--- src/hw/rtl/assert_macros.svh ---
// Concurrent assertion macros for the commit window tracker.
// Expects clk and arst_n in the scope that uses them.
`ifndef ASSERT_MACROS_SVH
`define ASSERT_MACROS_SVH

// Check a property on every rising edge outside reset.
`define CWT_ASSERT(lbl, prop, msg) \
	lbl: assert property (@(posedge clk) disable iff (!arst_n) (prop)) else $error(msg);

// Check that a condition implies a consequence in the same cycle.
`define CWT_ASSERT_IMP(lbl, ante, cons, msg) \
	`CWT_ASSERT(lbl, (ante) |-> (cons), msg)

`endif

--- src/hw/rtl/cwt_pkg.sv ---
// Shared types and constants for the commit window tracker.
// No dependencies; imported by every module of the block.
package cwt_pkg;

	localparam int ID_W         = 64;
	localparam int BIT_W        = $clog2(ID_W);
	localparam int ADVANCE_STEP = 16;
	localparam int ADV_LOG2     = $clog2(ADVANCE_STEP);

	typedef enum logic [2:0] {
		F_COMMIT = 3'd0,
		F_SNAP   = 3'd1,
		F_CHECK  = 3'd2,
		F_START  = 3'd3,
		F_SETB   = 3'd4
	} func_t;

	typedef enum logic {
		ALU_ADD,
		ALU_SUB
	} alu_op_t;

	typedef enum logic [3:0] {
		S_BOOT,
		S_IDLE,
		S_MOD,
		S_WRITE,
		S_CLR,
		S_WSTART,
		S_WCMP,
		S_WINC,
		S_ADV,
		S_DONE
	} state_t;

	typedef struct packed {
		logic  req_valid;
		func_t req_func;
		func_t cur_func;
		logic  succeeded;
		logic  pow2;
		logic  out_free;
		logic  mod_last;
		logic  sweep_last;
		logic  walk_last;
		logic  tag_eq;
		logic  missed;
	} status_t;

	typedef struct packed {
		state_t state;
		logic   req_ready;
	} ctrl_t;

endpackage

--- src/hw/rtl/cwt_alu.sv ---
// Shared 64-bit add/subtract unit with borrow and zero flags.
// Depends on cwt_pkg.
module cwt_alu import cwt_pkg::*; (
	input  alu_op_t          op,
	input  logic [ID_W-1:0]  a,
	input  logic [ID_W-1:0]  b,
	output logic [ID_W-1:0]  y,
	output logic             borrow,
	output logic             zero
);

	logic [ID_W:0] full;

	always_comb begin
		case (op)
			ALU_ADD: full = {1'b0, a} + {1'b0, b};
			ALU_SUB: full = {1'b0, a} - {1'b0, b};
			default: full = '0;
		endcase
	end

	assign y      = full[ID_W-1:0];
	assign borrow = (op == ALU_SUB) && full[ID_W];
	assign zero   = (full[ID_W-1:0] == '0);

endmodule

--- config.mk ---
export PLATFORM = sky130hd
export DESIGN_NAME = cwt_alu
export DESIGN_NICKNAME = d
export VERILOG_FILES = /design/src/hw/rtl/assert_macros.svh /design/src/hw/rtl/cwt_pkg.sv /design/src/hw/rtl/cwt_alu.sv
export SDC_FILE = /design/constraint.sdc
export NUM_CORES = 1
export LEC_CHECK = 0
export ABC_CLOCK_PERIOD_IN_PS = 18500
export BUFFER_PORTS_ARGS = -buffer_cell sky130_fd_sc_hd__buf_2
export CORE_MARGIN = 5
export CORE_UTILIZATION = 25
export DETAILED_ROUTE_END_ITERATION = 10
export GPL_ROUTABILITY_DRIVEN = 0
export GPL_TIMING_DRIVEN = 0
export PLACE_DENSITY = 0.57
export SYNTH_ARGS = -nofsm -noshare
export SYNTH_HDL_FRONTEND = slang
export SYNTH_SLANG_ARGS = --single-unit
--- constraint.sdc ---
create_clock -name vclk -period 18.5
set_input_delay 0.925 -clock vclk [all_inputs]
set_output_delay 0.925 -clock vclk [all_outputs]
set_load 0.05 [all_outputs]
# Yosys cells after proc, flatten, opt, wreduce, memory -nomap -nowiden
# Index checks and enable logic that the tools add are counted.
[totals]
reg_bits = 0
input_bits = 129
output_inout_bits = 66
word_cells = 6
[classes]
add_sub_neg = 2
muxes = 1
bitwise_logic = 1
n_reduce_logical = 2
[op_table]
columns = ["operator", "n"]
rows = [
  ["65-bit case mux with 2 select lines", 1],
  ["64-bit by 64-bit adder with 65-bit output", 1],
  ["64-bit by 64-bit subtractor with 65-bit output", 1],
  ["64-bit logical NOT", 1],
  ["1-bit logical AND", 1],
  ["1-bit NOT", 1],
]

# Depth between registers and ports, before layout
[depth]
word_depth = 3
ltp_mapped = 24
ltp_nobuf = 23

# Worst setup path after synthesis
# Ideal clock, no wire load.
[synth_path]
path_type = "input-to-output"
startpoint = "input b[8]"
endpoint = "output zero"
arrival_ns = 7.556
t_required_ns = 17.575
slack_ns = 10.019
cell_stages = 23
path_buffers = 1
path_cell_list = "or4_1 > nor3_1 > nor3b_1 > and3_1 > and2_1 > nand2_1 > nor3b_1 > and3_1 > nor2b_1 > a21oi_1 > xnor2_1 > ha_1 > buf_2 > a21o_1 > a21o_1 > a211oi_1 > nor2_1 > o21a_1 > a311oi_1 > xnor2_1 > or4_1 > or4_1 > nor4b_2"
[synth_between]
elab_chain_len = 3
word_cells_on_any_way = 4
cone_classes = "add/sub (2); mux (1); reduce/logical (1)"
[synth_rtl]
columns = ["element", "line_no", "text"]
rows = [
  ["start: declaration", "cwt_alu.sv:6", "input logic [ID_W-1:0] b,"],
  ["64-bit by 64-bit subtractor with 65-bit output / 64-bit by 64-bit adder with 65-bit output (equally long branches)", "cwt_alu.sv:17, cwt_alu.sv:16", ""],
  ["65-bit case mux with 2 select lines *", "cwt_alu.sv:15", "case (op)"],
  ["named net y[63]", "cwt_alu.sv:7", "output logic [ID_W-1:0] y,"],
  ["64-bit logical NOT *", "cwt_alu.sv:24", "assign zero = (full[ID_W-1:0] == '0);"],
  ["end: declaration", "cwt_alu.sv:9", "output logic zero"],
]
# The timed path passes the listed nets; every way through them passes the cells marked *.

# Worst setup path in the final report
[layout_path]
startpoint = "input b[8]"
endpoint = "output zero"
[layout_between]
elab_chain_len = 3
word_cells_on_any_way = 4
cone_classes = "add/sub (2); mux (1); reduce/logical (1)"
[layout_rtl]
columns = ["element", "line_no"]
rows = [
  ["64-bit by 64-bit subtractor with 65-bit output / 64-bit by 64-bit adder with 65-bit output (equally long branches)", "cwt_alu.sv:17, cwt_alu.sv:16"],
  ["65-bit case mux with 2 select lines *", "cwt_alu.sv:15"],
  ["64-bit logical NOT *", "cwt_alu.sv:24"],
]
# Every way passes the cells marked *; elsewhere a longest branch is shown, timed or not.

==> reports/qor.txt <==
Outcome -> finished, final reports clean
Number of cell rows -> 54
FFs & Latches -> 0
Largest net degree at the start of global routing -> 11
Post-Syn Area -> 5500 um^2
YS warnings -> 0
Core ar. -> 21800 um^2
Distinct cells, synth -> 60
Post-cts sizing count -> 0
Peak VDD IR -> 0.0579 mV
Post-route clock period utilization -> 49.9%
Endpoints failing setup -> 0
IO buf count -> 194
Power per cell area -> 78.4 nW/um^2
Die ar. -> 25100 um^2
HP Class -> in2out
FF+latch area -> 0 um^2
Wire per inst -> 17.5 um
First-pass GRT wire length -> 34.9 mm
Die X -> 158 um
Pre-CTS setup slack -> 9.28 ns
Post-CTS Setup Inserts -> 0
Synth Net Count -> 1056
Max-slew violations -> 0
Vias in the first global route -> 6592
Post-Route WL -> 23.4 mm
Startpoint Class -> input pin
Worst path required time -> 17.57 ns
Slew @ Worst Pin -> 1.30 ns
Initial antenna violation count -> 9
Data arrival, critical path -> 8.31 ns
Pre-antenna DRT Iters -> 5
Crit end category -> primary output
Final-report hold violation count -> 0
Final Net Count -> 1252
Hold Path Stages -> 4
Power, Total -> 535 uW
Slew headroom -> 12.1%
Fin crit period -> 9.24 ns
Crit path max-delay family -> simple AND/OR/NAND/NOR gates
Most instantiated library cell after synthesis -> a21oi_1
Layout cells sized above 1 -> 20.3%
DRC Markers -> 0
Critical Path Slowest Stage Cell -> nor3b_1
# IOs -> 195
Synth top area share -> 15.6%
Hold buffer count at CTS -> 0
Via count -> 6961
GRT Util Overall -> 17.1%
Fin Setup TNS -> 0 ns
Largest area contributor in the netlist -> xnor2_1
Worst Path Max Fanout -> 8
Grt ovf -> 0
RSZ-0062 raised after global routing -> false
Detailed Route Iter0 Violations -> 387
Met1 usage -> 23.4%
Antenna Violating Nets Remaining -> 0
Cells after synthesis -> 861
Leakage power -> 0.00292 uW
Clock buffer count -> 0
Setup slack after layout -> 9.26 ns
GRT Max-Usage Layer -> met2
Worst Hold Launch -> b[0]
Mean Syn Cell Area -> 6.39 um^2
Fillers -> 2466
Hold Path End -> y[0]
Area contributors post-synth -> xnor2_1 16%, ha_1 15%, a21oi_1 11%
Commonest cells in the netlist -> 122 x a21oi_1, 98 x nor2_1, 98 x xnor2_1
Register area share after synthesis -> 0%
Routing usage on met2 -> 28.8%
Buf/Inv on CP -> 3
CP Class -> in2out
Area of the multi-input gates -> 5190 um^2
Layout area overhead -> 24.1%
Vias per inst -> 5.21
Placed wire-length estimate -> 20.4 mm
Starting Density -> 25.3%
CP peak stage delay -> 0.70 ns
Final hold slack -> 2.34 ns
Global Route met3 Usage -> 2.94%
Fmax -> 108 MHz
Die height -> 158 um
Max_cap viols -> 0
[metrics by stage]
| stage | cells | area (um^2) | util (%) |
|---|---|---|---|
| after floorplan | 861 | 5500 | - |
| after global placement | 1335 | 6820 | 31.3 |
| after detailed placement | 1335 | 6820 | 31.3 |
| after CTS | 1335 | 6820 | 31.3 |
| after global routing | 1337 | 6820 | 31.4 |
| final | 1337 | 6820 | 31.4 |
[layout by cell type (no fill, tap or decap), drive strengths merged, types with 6 or more instances in the layout]
cell type	netlist	routed
o21a	8	8
o31ai	6	6
a21o	19	19
ha	65	65
nor4	12	12
clkbuf	35	35
nor3	28	28
nand4	31	31
nand3	11	11
inv	34	34
nand2b	7	7
o21bai	12	12
o21ai	56	56
or3	11	11
or4	9	9
xnor2	98	98
xor2	26	26
nor2b	8	8
nor2	98	98
a211oi	8	8
nand2	71	71
o211ai	7	7
a21oi	127	127
a31oi	14	14
buf	9	203
[how the worst max path moves through the flow]
stage	from	endpoint	cells after the start
after global placement	b[8]	zero	22
after detailed placement	b[8]	zero	25
after global routing	b[8]	zero	22
after CTS	b[8]	zero	25
final	b[8]	zero	25
after floorplan	b[8]	zero	23
[cells by family after synthesis]
logic type,Yosys count,share of synthesized area [%]
buffers and inverters,78,5.58
multiplexers,1,0.182
AO/OA/AOI/OAI,285,32.3
XOR/XNOR,124,19.8
AND/OR/NAND/NOR,307,27.0
adder cells (fa/ha/maj),66,15.2
[where the power goes]
group | internal (uW) | switching [uW] | leakage [uW]
Clock | 0.0000144 | 0 | 0.0000000127
Sequential | 0 | 0 | 0
Combinational | 145 | 390 | 0.00292
[metal layers]
layer,up-vias,routed length (um)
met3,37,1810
met4,14,481
met5,-,75
met1,3130,10500
li1,3533,-
met2,247,10500
[final cells by class]
type	count	share of cell area, %
Multi-Input combinational cell	783	76.1
Timing Repair Buffer	194	14.2
Tap cell	280	5.13
Buffer	44	2.62
Inverter	34	1.87
Antenna cell	2	0.0733
Power figures use the tool's default switching activity.
