**src/hw/rtl/assert_macros.svh**
```systemverilog
// Concurrent assertion macros for the commit window tracker.
// Expects clk and arst_n in the scope that uses them.
`ifndef ASSERT_MACROS_SVH
`define ASSERT_MACROS_SVH

// Check a property on every rising edge outside reset.
`define CWT_ASSERT(lbl, prop, msg) \
	lbl: assert property (@(posedge clk) disable iff (!arst_n) (prop)) else $error(msg);

// Check that a condition implies a consequence in the same cycle.
`define CWT_ASSERT_IMP(lbl, ante, cons, msg) \
	`CWT_ASSERT(lbl, (ante) |-> (cons), msg)

`endif

```
**src/hw/rtl/cwt_pkg.sv**
```systemverilog
// Shared types and constants for the commit window tracker.
// No dependencies; imported by every module of the block.
package cwt_pkg;

	localparam int ID_W         = 64;
	localparam int BIT_W        = $clog2(ID_W);
	localparam int ADVANCE_STEP = 16;
	localparam int ADV_LOG2     = $clog2(ADVANCE_STEP);

	typedef enum logic [2:0] {
		F_COMMIT = 3'd0,
		F_SNAP   = 3'd1,
		F_CHECK  = 3'd2,
		F_START  = 3'd3,
		F_SETB   = 3'd4
	} func_t;

	typedef enum logic {
		ALU_ADD,
		ALU_SUB
	} alu_op_t;

	typedef enum logic [3:0] {
		S_BOOT,
		S_IDLE,
		S_MOD,
		S_WRITE,
		S_CLR,
		S_WSTART,
		S_WCMP,
		S_WINC,
		S_ADV,
		S_DONE
	} state_t;

	typedef struct packed {
		logic  req_valid;
		func_t req_func;
		func_t cur_func;
		logic  succeeded;
		logic  pow2;
		logic  out_free;
		logic  mod_last;
		logic  sweep_last;
		logic  walk_last;
		logic  tag_eq;
		logic  missed;
	} status_t;

	typedef struct packed {
		state_t state;
		logic   req_ready;
	} ctrl_t;

endpackage

```
**src/hw/rtl/cwt_slot_ram.sv**
```systemverilog
// Slot tag memory: one write port, one read port with registered data.
// Depends on cwt_pkg.
module cwt_slot_ram import cwt_pkg::*; #(
	parameter int DEPTH = 64,
	parameter int AW    = 6
) (
	input  logic             clk,
	input  logic             we,
	input  logic [AW-1:0]    waddr,
	input  logic [ID_W-1:0]  wdata,
	input  logic [AW-1:0]    raddr,
	output logic [ID_W-1:0]  rdata
);

	logic [ID_W-1:0] mem [DEPTH];

	always_ff @(posedge clk) begin
		if (we) begin
			mem[waddr] <= wdata;
		end
	end

	always_ff @(posedge clk) begin
		rdata <= mem[raddr];
	end

endmodule

```
**config.mk**
```make
export PLATFORM = sky130hd
export DESIGN_NAME = cwt_slot_ram
export DESIGN_NICKNAME = d
export VERILOG_FILES = /design/src/hw/rtl/assert_macros.svh /design/src/hw/rtl/cwt_pkg.sv /design/src/hw/rtl/cwt_slot_ram.sv
export SDC_FILE = /design/constraint.sdc
export NUM_CORES = 2
export LEC_CHECK = 0
export BUFFER_PORTS_ARGS = -buffer_cell sky130_fd_sc_hd__buf_4
export CORE_MARGIN = 3
export CORE_UTILIZATION = 30
export CTS_CLUSTER_SIZE = 25
export DETAILED_ROUTE_END_ITERATION = 8
export REMOVE_ABC_BUFFERS = 1
export SYNTH_ARGS = -nofsm -noshare
export SYNTH_HDL_FRONTEND = slang
export SYNTH_SLANG_ARGS = --single-unit
```
**constraint.sdc**
```tcl
create_clock -name clk -period 6.4 [get_ports clk]
set_clock_uncertainty 0.15 [all_clocks]
set_input_delay 1.28 -clock clk [delete_from_list [all_inputs] [get_ports clk]]
set_output_delay 1.28 -clock clk [all_outputs]
set_load 0.01 [all_outputs]
```
* Yosys cells after proc, flatten, opt, wreduce, memory -nomap -nowiden *
Memories as Yosys holds them, arrays and structs flattened. A register that Yosys moved wholly into a read port is not among the register bits.
Cells that the tools add are included.

storage, ports and cells
  bits in registers = 0
  RAM bits = 4096
  input bits = 78
  output and inout bits = 64
  word-level logic and storage cells = 3
  memories = 1

cells by class
  multiplexer cells = 2

memories
  memory  words  width  read ports  clocked after memory_dff  wr ports  line                text
  mem     64     64     1           1                         1         cwt_slot_ram.sv:15  logic [ID_W-1:0] mem [DEPTH];

operators by type and width
  operator          count
  1-bit 2-to-1 mux  2

* Logic depth before layout (Yosys ltp) *
  depth in word-level cells = 2
  depth in mapped cells = 9
  mapped depth without buffers = 5

* Worst setup path before layout *
No wires, ideal clock.

  kind = input-to-reg
  start = in waddr[3]
  end = mem mem[48][0] (enable)
  setup time = 0.564 ns
  arrival time = 6.152 ns
  data required time = 5.686 ns
  setup slack = -0.466 ns
  cell stages on the path = 4
  path buffers = 1
  cells stage by stage = clkbuf_1 nor2b_1 nand4b_1 nor3_1

RTL lines
  item             line                text
  start, declared  cwt_slot_ram.sv:9   input logic [AW-1:0] waddr,
  end, declared    cwt_slot_ram.sv:15

Straight into the memory's write port.

==> results by group <==
Status
  • Status: finished clean

Synth
  • XOR/XNOR Fraction of Synth Area: 0
  • Leading area contributor after synthesis: edfxtp_1
  • Post-synthesis simple-gate area fraction: 0.0124
  • Most frequent cells after synthesis: edfxtp_1 (4096), mux4_2 (1024), buf_2 (170), a22oi_1 (168), clkbuf_1 (140)
  • Post-synth EDFFs: 4096
  • Gate Count Post-Synth: 6598
  • Post-synth ARST share: 0
  • Largest family of logic cells by synthesized area: multiplexers
  • Compound-Gate Fraction of Synth Area: 0.0248
  • Post-synthesis adder-cell area fraction: 0
  • Synth top area cells: edfxtp_1 (79%), mux4_2 (15%), mux2i_1 (0.86%)
  • Yosys cell types: 33
  • Dominant cell by count in the synthesized netlist: edfxtp_1
  • Post-synth top area share: 0.787
  • Synthesis Warnings: 0
  • Cell area after synthesis: 156000 sq um
  • Post-synthesis mux area share: 0.156
  • Post-synthesis sequential area ratio: 0.795
  • Avg Cell Area, Syn: 23.7 sq um
  • Register bit total from synthesis: 4160
  • Top_reg_cell synth: edfxtp_1

Timing
  • Max-slew headroom: 0.0769
  • Setup TNS: 0 ns
  • Hold Vio Cnt, Final: 0
  • Slew Limit Fails: 0
  • Fmax: 0.261 GHz
  • RSZ-0062 raised after global routing: false
  • Measured slew at the worst slew-check pin: 1.38 ns
  • Final worst path period need: 3.82 ns
  • Setup violators final: 0
  • Min Hold Slack: 0.684 ns
  • Final Cycle Share: 0.598

Power
  • Internal: 44.3 mW
  • Sw frac: 0.213
  • Power density over the cells: 312 nW/um^2
  • Combinational share of power: 0.046
  • Sw Pwr: 12.0 mW
  • Clock share of power: 0.415
  • Seq pwr share: 0.539
  • VDD IR max: 0.234 mV
  • Leakage Power: 55.0 nW

Final layout
  • Finished Core Util: 0.348
  • Fin area: 180000 sq um
  • NumNets Final: 7087
  • Fin cells: 14300
  • Area grow syn2layout: 15.3%
  • Layout cells sized above 1: 0.285

Placed design
  • Inst Count DP: 13500
  • HPWL Detailed: 240 mm
  • RePlAce Congestion: 0.783
  • Area after DPL: 167000 sq um
  • Number of port buffers: 141

Clock tree
  • CTS Buf Count: 396
  • Root buf cell: clkbuf_16
  • CTS tree: yes
  • Postcts setup bufs: 0
  • CTS HTree Levels: 5
  • Resize count post-CTS: 0
  • CTS Hold Bufs: 0
  • Clock-pin slew on the worst setup and hold paths: 0.06 ns
  • Clock sinks: 4160
  • Max clock buf depth: 4
  • Latest clock arrival within the worst-skew pair: 0.95 ns

Die
  • Vert. Die Dim: 728 um
  • Die area: 530000 sq um
  • Starting Density: 0.302
  • I/O pin count: 142
  • FP Rows: 264
  • Die Width: 728 um
  • CORE AREA: 518000 sq um

Global routing
  • Largest net degree at the start of global routing: 108
  • Via count of the first global-routing pass: 75800
  • First-pass GRT wire length: 620 mm
  • Tot GR Track Use: 0.165
  • Grt total ovfl: 0
  • Initial antenna violation count: 52

Routing
  • DRC: 0
  • Via count: 76200
  • Avg WL per Cell: 31.4 um
  • Post-route ant nets: 0
  • Post-Route WL: 448 mm
  • DRT iter0 DRCs: 10900
  • Drt pass-1 iters: 8
  • Vias/cell: 5.34

Critical path
  • CP startpoint kind: input pin
  • CP max FO: 86
  • CP endpoint kind: flip-flop
  • Worst EP required: 7.03 ns
  • CP Class: input pin to flip-flop
  • Arr. time, crit path: 4.46 ns

Worst hold path
  • Hold WC Path Type: flip-flop to flip-flop

Run
  • Total of max-cap violations: 0
[cells in the final DEF (no fill, tap or decap), types with 3 or more instances in the layout]
cell type	synthesis	final
clkbuf_1	140	65
a22oi_1	168	168
nand3_1	45	45
buf_12	0	60
or2_2	28	28
a41oi_1	26	26
inv_1	19	19
o22ai_1	83	83
inv_6	0	11
clkinvlp_4	0	23
clkinv_8	0	9
nor2_1	112	47
bufinv_16	0	39
nor2b_1	28	24
dfxtp_1	64	64
a22o_1	88	88
edfxtp_1	4096	4096
mux2i_1	135	135
a2bb2oi_1	19	19
clkbuf_16	0	399
clkinv_16	0	3
a211oi_1	63	61
clkbuf_8	0	6
nand2b_1	11	9
buf_4	34	320
nand2_1	58	55
diode_2	0	19
or3_1	29	29
clkinv_2	0	75
o221ai_1	38	38
and3_1	64	64
nor2b_4	0	3
a31oi_1	18	18
clkinv_1	0	85
nor2_4	0	64
mux4_2	1024	1024
[through the flow]
| step | worst slack, ns | power [mW] |
|---|---|---|
| 4_1_cts | 2.63 | 56.7 |
| 2_1_floorplan | -0.330 | 31.9 |
| 5_1_grt | 2.45 | 57.8 |
| 3_5_place_dp | 1.60 | 33.6 |
| 3_3_place_gp | 1.58 | 33.5 |
| 6_report | 2.58 | 56.2 |
[power groups by stage]
stage / clock network, mW / logic [mW] / registers (mW)
final: 23.3 / 2.61 / 30.3
after global routing: 24.8 / 2.77 / 30.3
after CTS: 23.7 / 2.65 / 30.3
after detailed placement: 0 / 2.64 / 30.9
after global placement: 0 / 2.59 / 30.9
after floorplan: 0 / 1.10 / 30.8
[cell families (layout without fill, tap and decap cells)]
family                 Yosys count  after routing
AO/OA/AOI/OAI                  504            504
buffers and inverters          389           1123
flip-flops                    4160           4160
multiplexers                  1159           1159
other                            0             19
AND/OR/NAND/NOR                386            386
[per-layer routing]
layer  wire [um]  track usage
met5         145            0
met4       11400       0.0405
met3       44100       0.0307
met2      214000        0.265
met1      179000        0.233
[final timing paths]
check	depth (start not counted)	start	slack [ns]	to
setup reg to reg	4	mem[27][49]$_DFFE_PP_	4.20	rdata[49]$_DFF_P_
hold reg to reg	4	mem[54][48]$_DFFE_PP_	0.68	rdata[48]$_DFF_P_
setup / recovery	8	raddr[0]	2.58	rdata[56]$_DFF_P_
hold / removal	4	mem[54][48]$_DFFE_PP_	0.68	rdata[48]$_DFF_P_
[critical path, cell delays in order]
cell and delay [ns]:
buf_16 0.16, buf_12 0.38, buf_12 0.46, mux4_2 0.60
mux2i_1 0.19, nand2_1 0.11, a31oi_1 0.60, a211oi_1 0.10
[state kept, by name, summed over array words and instances, names as in the netlist]
signal,flops
mem,4096
rdata,64
[cell type report]
| class | count | area (sq um) |
|---|---|---|
| clock buffers | 470 | 10300 |
| well taps | 6916 | 8650 |
| flip-flops and latches | 4160 | 124000 |
| multi-input cells | 2049 | 30800 |
| fillers | 47400 | 338000 |
| diodes | 19 | 47.5 |
| repair buffers | 383 | 3660 |
| clock inverters | 251 | 2450 |
| inverters | 19 | 71.3 |
Note: power is estimated with default switching activity, not from simulation.
