==> src/hw/rtl/assert_macros.svh <==
// Concurrent assertion macros for the commit window tracker.
// Expects clk and arst_n in the scope that uses them.
`ifndef ASSERT_MACROS_SVH
`define ASSERT_MACROS_SVH

// Check a property on every rising edge outside reset.
`define CWT_ASSERT(lbl, prop, msg) \
	lbl: assert property (@(posedge clk) disable iff (!arst_n) (prop)) else $error(msg);

// Check that a condition implies a consequence in the same cycle.
`define CWT_ASSERT_IMP(lbl, ante, cons, msg) \
	`CWT_ASSERT(lbl, (ante) |-> (cons), msg)

`endif

==> src/hw/rtl/cwt_pkg.sv <==
// Shared types and constants for the commit window tracker.
// No dependencies; imported by every module of the block.
package cwt_pkg;

	localparam int ID_W         = 64;
	localparam int BIT_W        = $clog2(ID_W);
	localparam int ADVANCE_STEP = 16;
	localparam int ADV_LOG2     = $clog2(ADVANCE_STEP);

	typedef enum logic [2:0] {
		F_COMMIT = 3'd0,
		F_SNAP   = 3'd1,
		F_CHECK  = 3'd2,
		F_START  = 3'd3,
		F_SETB   = 3'd4
	} func_t;

	typedef enum logic {
		ALU_ADD,
		ALU_SUB
	} alu_op_t;

	typedef enum logic [3:0] {
		S_BOOT,
		S_IDLE,
		S_MOD,
		S_WRITE,
		S_CLR,
		S_WSTART,
		S_WCMP,
		S_WINC,
		S_ADV,
		S_DONE
	} state_t;

	typedef struct packed {
		logic  req_valid;
		func_t req_func;
		func_t cur_func;
		logic  succeeded;
		logic  pow2;
		logic  out_free;
		logic  mod_last;
		logic  sweep_last;
		logic  walk_last;
		logic  tag_eq;
		logic  missed;
	} status_t;

	typedef struct packed {
		state_t state;
		logic   req_ready;
	} ctrl_t;

endpackage

==> src/hw/rtl/cwt_seq.sv <==
// Sequencer for the commit window tracker: state register and next-state logic.
// Depends on cwt_pkg; driven by status from the top-level datapath.
module cwt_seq import cwt_pkg::*; (
	input  logic    clk,
	input  logic    arst_n,
	input  status_t st,
	output ctrl_t   ctrl
);

	state_t state_q, state_d, route;

	always_comb begin
		case (st.cur_func)
			F_COMMIT: route = S_WRITE;
			F_START:  route = S_CLR;
			default:  route = S_DONE;
		endcase
	end

	always_comb begin
		state_d = state_q;
		case (state_q)
			S_BOOT: begin
				if (st.sweep_last) state_d = S_IDLE;
			end
			S_IDLE: begin
				if (st.req_valid) begin
					case (st.req_func)
						F_COMMIT: begin
							if (!st.succeeded) state_d = S_DONE;
							else state_d = st.pow2 ? S_WRITE : S_MOD;
						end
						F_SNAP, F_CHECK: state_d = S_WSTART;
						F_START: state_d = st.pow2 ? S_CLR : S_MOD;
						F_SETB:  state_d = st.pow2 ? S_DONE : S_MOD;
						default: state_d = S_DONE;
					endcase
				end
			end
			S_MOD: begin
				if (st.mod_last) state_d = route;
			end
			S_WRITE: state_d = S_DONE;
			S_CLR: begin
				if (st.sweep_last) state_d = S_DONE;
			end
			S_WSTART: state_d = S_WCMP;
			S_WCMP: begin
				if (st.cur_func == F_CHECK) begin
					if ((st.tag_eq && st.missed) || st.walk_last) state_d = S_DONE;
					else state_d = S_WINC;
				end else begin
					if (!st.tag_eq || st.walk_last) state_d = S_ADV;
					else state_d = S_WINC;
				end
			end
			S_WINC: state_d = S_WCMP;
			S_ADV:  state_d = S_DONE;
			S_DONE: begin
				if (st.out_free) state_d = S_IDLE;
			end
			default: state_d = S_IDLE;
		endcase
	end

	always_comb begin
		ctrl.state     = state_q;
		ctrl.req_ready = (state_q == S_IDLE);
	end

	always_ff @(posedge clk or negedge arst_n) begin
		if (!arst_n) begin
			state_q <= S_BOOT;
		end else begin
			state_q <= state_d;
		end
	end

endmodule

==> config.mk <==
export PLATFORM = sky130hd
export DESIGN_NAME = cwt_seq
export DESIGN_NICKNAME = d
export VERILOG_FILES = /design/src/hw/rtl/assert_macros.svh /design/src/hw/rtl/cwt_pkg.sv /design/src/hw/rtl/cwt_seq.sv
export SDC_FILE = /design/constraint.sdc
export NUM_CORES = 1
export LEC_CHECK = 0
export BUFFER_PORTS_ARGS = -buffer_cell sky130_fd_sc_hd__buf_2
export CORE_AREA = 2 2 39 41
export DETAILED_ROUTE_END_ITERATION = 7
export DIE_AREA = 0 0 41 43
export PLACE_DENSITY = 0.68
export SYNTH_ARGS = -nofsm -noshare
export SYNTH_HDL_FRONTEND = slang
export SYNTH_SLANG_ARGS = --single-unit
==> constraint.sdc <==
create_clock -name clk -period 2.2 [get_ports clk]
set_input_delay 0.33 -clock clk [delete_from_list [all_inputs] [get_ports clk]]
set_output_delay 0.33 -clock clk [all_outputs]
set_load 0.03 [all_outputs]
# [Yosys cells after proc, flatten, opt, wreduce, memory -nomap -nowiden]
# Cells that the tools add are included.
[totals] reg_bits=4 out_inout_bits=5
[classes] eq_ne=20 n_mux=15 n_reduce_logical=11
[op_table] operator="$mux 4" count=10
[op_table] operator="$pmux 4 s8" count=1
[op_table] operator="$eq 4x3->1 const B" count=4
[op_table] operator="$pmux 4 s4" count=1
[op_table] operator="$eq 3x2->1 const B" count=4
[op_table] operator="$ne 2x2->1 const B" count=5
[op_table] operator="$eq 4x2->1 const B" count=2
[op_table] operator="$eq 4x4->1 const B" count=2
[op_table] operator="$pmux 4 s2" count=1
[op_table] operator="$logic_not 3->1" count=2
[op_table] operator="$reduce_or 2->1" count=3
[op_table] operator="$reduce_and 5->1" count=1
[op_table] operator="$eq 4x1->1 const B" count=1
[op_table] operator="$logic_not 4->1" count=1
[op_table] operator="$eq 3x1->1 const B" count=1
[op_table] operator="$eq 3x3->1 const B" count=1
[op_table] operator="$mux 3" count=1
[op_table] operator="$logic_or 1x1->1" count=2
[op_table] operator="$logic_and 1x1->1" count=1
[op_table] operator="$logic_not 1->1" count=1
[op_table] operator="$mux 1" count=1

# [Logic depth before layout (Yosys ltp)]
[logic_depth] depth_word=5 ltp_mapped=6

# [Worst setup path after synthesis]
# Ideal clock, no wire load.
[synth_path] kind="reg2reg" from="register state_q[1]" to="register state_q[0]" setup_time_ns=0.086 t_arrival_ns=1.871 required_ns=2.114 slack_ns=0.243 path_stages_with_launch=5 n_path_buf=1 path_cell_list="dfrtp_1 -> buf_4 -> nor3_1 -> o211ai_1 -> a32oi_1"
[synth_rtl] item="from (decl)" line="cwt_seq.sv:10" rtl="state_t state_q, state_d, route;"
[synth_rtl] item="from (signal assigned)" line="cwt_seq.sv:75" rtl="state_q <= state_d;"

==> parameters.txt <==
Parameter                              Value

Worst setup path
  Data arrival time at the worst-slack endpoint    1.46 ns
  Slowest cell on crit path    sky130_fd_sc_hd__dfrtp_1
  Type of the worst setup path    flop to output pin
  Largest stage delay, worst path    0.54 ns
  Critical path endpoint category    output pin
  Register-to-register setup slack    0.63 ns
  Worst Setup SP    state_q[2]
  Worst R2R Path Depth    4
  Crit-path leading delay family    flip-flops
  CP startpoint kind    flop
  Number of buffers and inverters on the critical path    1
  Reg-to-Reg Start    state_q[2]
  Crit. path cell count    3
  Crit Reg-Reg Endpoint    state_q[0]
  Required time of the worst setup path    1.87 ns
  Largest driver fanout on the critical path    15
  Crit path capture    ctrl[0]
  Cell Chain, Critical Path    nand2b_4 > nor3_1 > buf_2

Yosys
  Portion of the post-synthesis area used by sequential elements    18.3%
  Synthesized cell area    546 um2
  Number of synthesized flops with an enable pin    0
  Top FF cell, synth    sky130_fd_sc_hd__dfrtp_1
  Average cell area after synthesis    7.79 um2
  Gate count of the mapped netlist    70
  Unique cell type count in the Yosys netlist    35
  Post-Syn Nets    87
  Proportion of register bits with asynchronous set or reset after synthesis    100%
  Seq cells post-synth    4
  Yosys warnings    0

Final layout
  Fill cell count    154
  Reg with most FFs    state_q
  Max FFs per register    4
  Antenna diode instance count    0
  Fraction of final layout cells with drive strength greater than 1    38.5%
  Final Core Density    48.3%
  Area growth from synthesis to layout    22.5%
  Top library cells by usage in the layout, fill and taps aside    sky130_fd_sc_hd__buf_2, sky130_fd_sc_hd__nor2_1, sky130_fd_sc_hd__nand2_1
  Nets@finish    110
  Most frequent standard cell in the layout excluding fill and tap cells    sky130_fd_sc_hd__buf_2
  Largest registers    state_q: 4 flops

Clock tree
  Source-to-sink clock delay at the later pin of the worst-skew pair    0.23 ns
  Maximum buffer depth of the clock tree    2
  Number of CTS-inserted buffers    3
  Clock edge transition at the registers on the reported setup and hold paths    0.04 ns
  Clk sinks    4
  Root buffer selected by CTS    sky130_fd_sc_hd__clkbuf_4
  Number of setup buffers added after CTS    0
  Clock H-tree levels    1
  CTS tree    done

Floorplanning
  Starting Density    39.4%
  Die Width    41 um
  DIE AREA    0.00176 mm2
  Core Area    0.00138 mm2
  Total number of placement rows    14
  # IOs    22
  DIE HEIGHT    43 um

Global routing
  Antenna violations before repair    0
  Vias in the first global route    540
  Maximum number of pins on one net before global-route repair    16
  Global-route wire length before repair    2230 um
  Congestion Overflow GR    0
  Overall fraction of global-route tracks in use    17.4%

Timing
  Final max-slew violation count    0
  Setup repair after global routing missed its margin    no
  Post-route worst setup slack    0.409 ns
  Least-Margin Pin Slew    0.478 ns
  Maximum clock rate    558 MHz
  Final total negative setup slack    0 ns
  Hold slack    0.403 ns
  Endpoints failing hold    0
  Final setup skew    0.00300 ns
  Max-slew headroom    68.2%
  Final Setup Violations    0
  Minimum clock period    1.79 ns
  Period utilization    81.4%

Worst hold path
  Hold Crit Class    input port to flop

Power
  Overall Power    0.703 mW
  Cell Pwr Density    1050 mW/mm2
  Static leakage    0.273 nW
  Worst-case vdd ir drop    0.000518 V

Placed design
  Worst slack, placed    0.643 ns
  Post-detailed-placement half-perimeter wirelength    1070 um
  PortBufs    21
  Placer congestion estimate    0.787

Detailed routing
  Average wire length per cell after detail routing    13.1 um
  Pre-Repair DR Iteration Count    4
  Wire length reported by the detailed router    1400 um
  ANT nets after route    0
  DRC violation total after the first TritonRoute iteration    14
  Overall via count from detail_route    602
  Via-to-Cell Ratio    5.63
  Number of remaining DRC errors    0

Flow run
  Count of maximum capacitance violations    0

Run status
  Result of the run    completed
[worst min-delay path, cell delays in order]
cell and delay, ns:
sky130_fd_sc_hd__buf_2 0.08, sky130_fd_sc_hd__nor3_1 0.04, sky130_fd_sc_hd__nand2_1 0.07, sky130_fd_sc_hd__a32oi_1 0.06
[through the flow]
| step | cell area [um2] | instances |
|---|---|---|
| floorplan | 546 | 70 |
| global placement | 636 | 103 |
| detailed placement | 636 | 103 |
| CTS | 668 | 107 |
| global route | 668 | 107 |
| finish | 668 | 107 |
[cell usage after synthesis (2+ instances only)]
cell type,count,area (um2)
sky130_fd_sc_hd__nand2_1,7,26.3
sky130_fd_sc_hd__a21oi_1,2,10.0
sky130_fd_sc_hd__nand3_1,2,10.0
sky130_fd_sc_hd__o21a_1,3,22.5
sky130_fd_sc_hd__buf_6,2,22.5
sky130_fd_sc_hd__o21ai_1,3,15.0
sky130_fd_sc_hd__nor4_1,2,12.5
sky130_fd_sc_hd__nor3_1,5,25.0
sky130_fd_sc_hd__dfrtp_1,4,100
sky130_fd_sc_hd__nand2b_4,3,41.3
sky130_fd_sc_hd__nand2b_1,2,12.5
sky130_fd_sc_hd__nor2_1,11,41.3
sky130_fd_sc_hd__a32oi_1,2,17.5
[power by group]
| part | switching [mW] | internal, mW |
|---|---|---|
| Clock | 0.0297 | 0.0610 |
| Sequential | 0.0929 | 0.0995 |
| Combinational | 0.240 | 0.180 |
[how the worst min path moves through the flow]
stage	from	to	slack [ns]	cells after the start
2_1_floorplan	arst_n	state_q[0]	0.03	0
3_3_place_gp	arst_n	state_q[0]	0.14	1
3_5_place_dp	arst_n	state_q[1]	0.15	1
4_1_cts	st[5]	state_q[3]	0.40	4
5_1_grt	st[3]	state_q[2]	0.41	4
6_report	st[5]	state_q[3]	0.40	4
[kinds of logic after synthesis]
kind of cell           count (synthesis)  synth area share, %
AO/OA/AOI/OAI                         19                 25.7
XOR/XNOR                               1                 1.61
buffers and inverters                  4                 6.42
flip-flops                             4                 18.3
multiplexers                           2                 3.90
AND/OR/NAND/NOR                       40                 44.0
[final cells by class]
cell class | instances | area, um2 | share of cell area (%)
Timing Repair Buffer | 22 | 115 | 17.2
Sequential cell | 4 | 100 | 15.0
Clock buffer | 3 | 22.5 | 3.37
Multi-Input combinational cell | 62 | 410 | 61.4
Tap cell | 16 | 20.0 | 3.00
[per-layer routing]
metal  track usage (%)  vias to the layer above  part of all wire, %
met3              2.62                        0                  5.2
met2              29.1                       16                   52
met5                 0                        -                    0
met4              4.67                        0                    0
li1                  -                      303                    -
met1              22.0                      283                   43
[timing repair]
item                                    CTS  global route
hold endpoints to repair                  4             0
hold buffers                              1             0
resized for setup                         0             0
endpoints found under the setup margin    0             0
No activity file was read; power rests on OpenSTA's default activity.
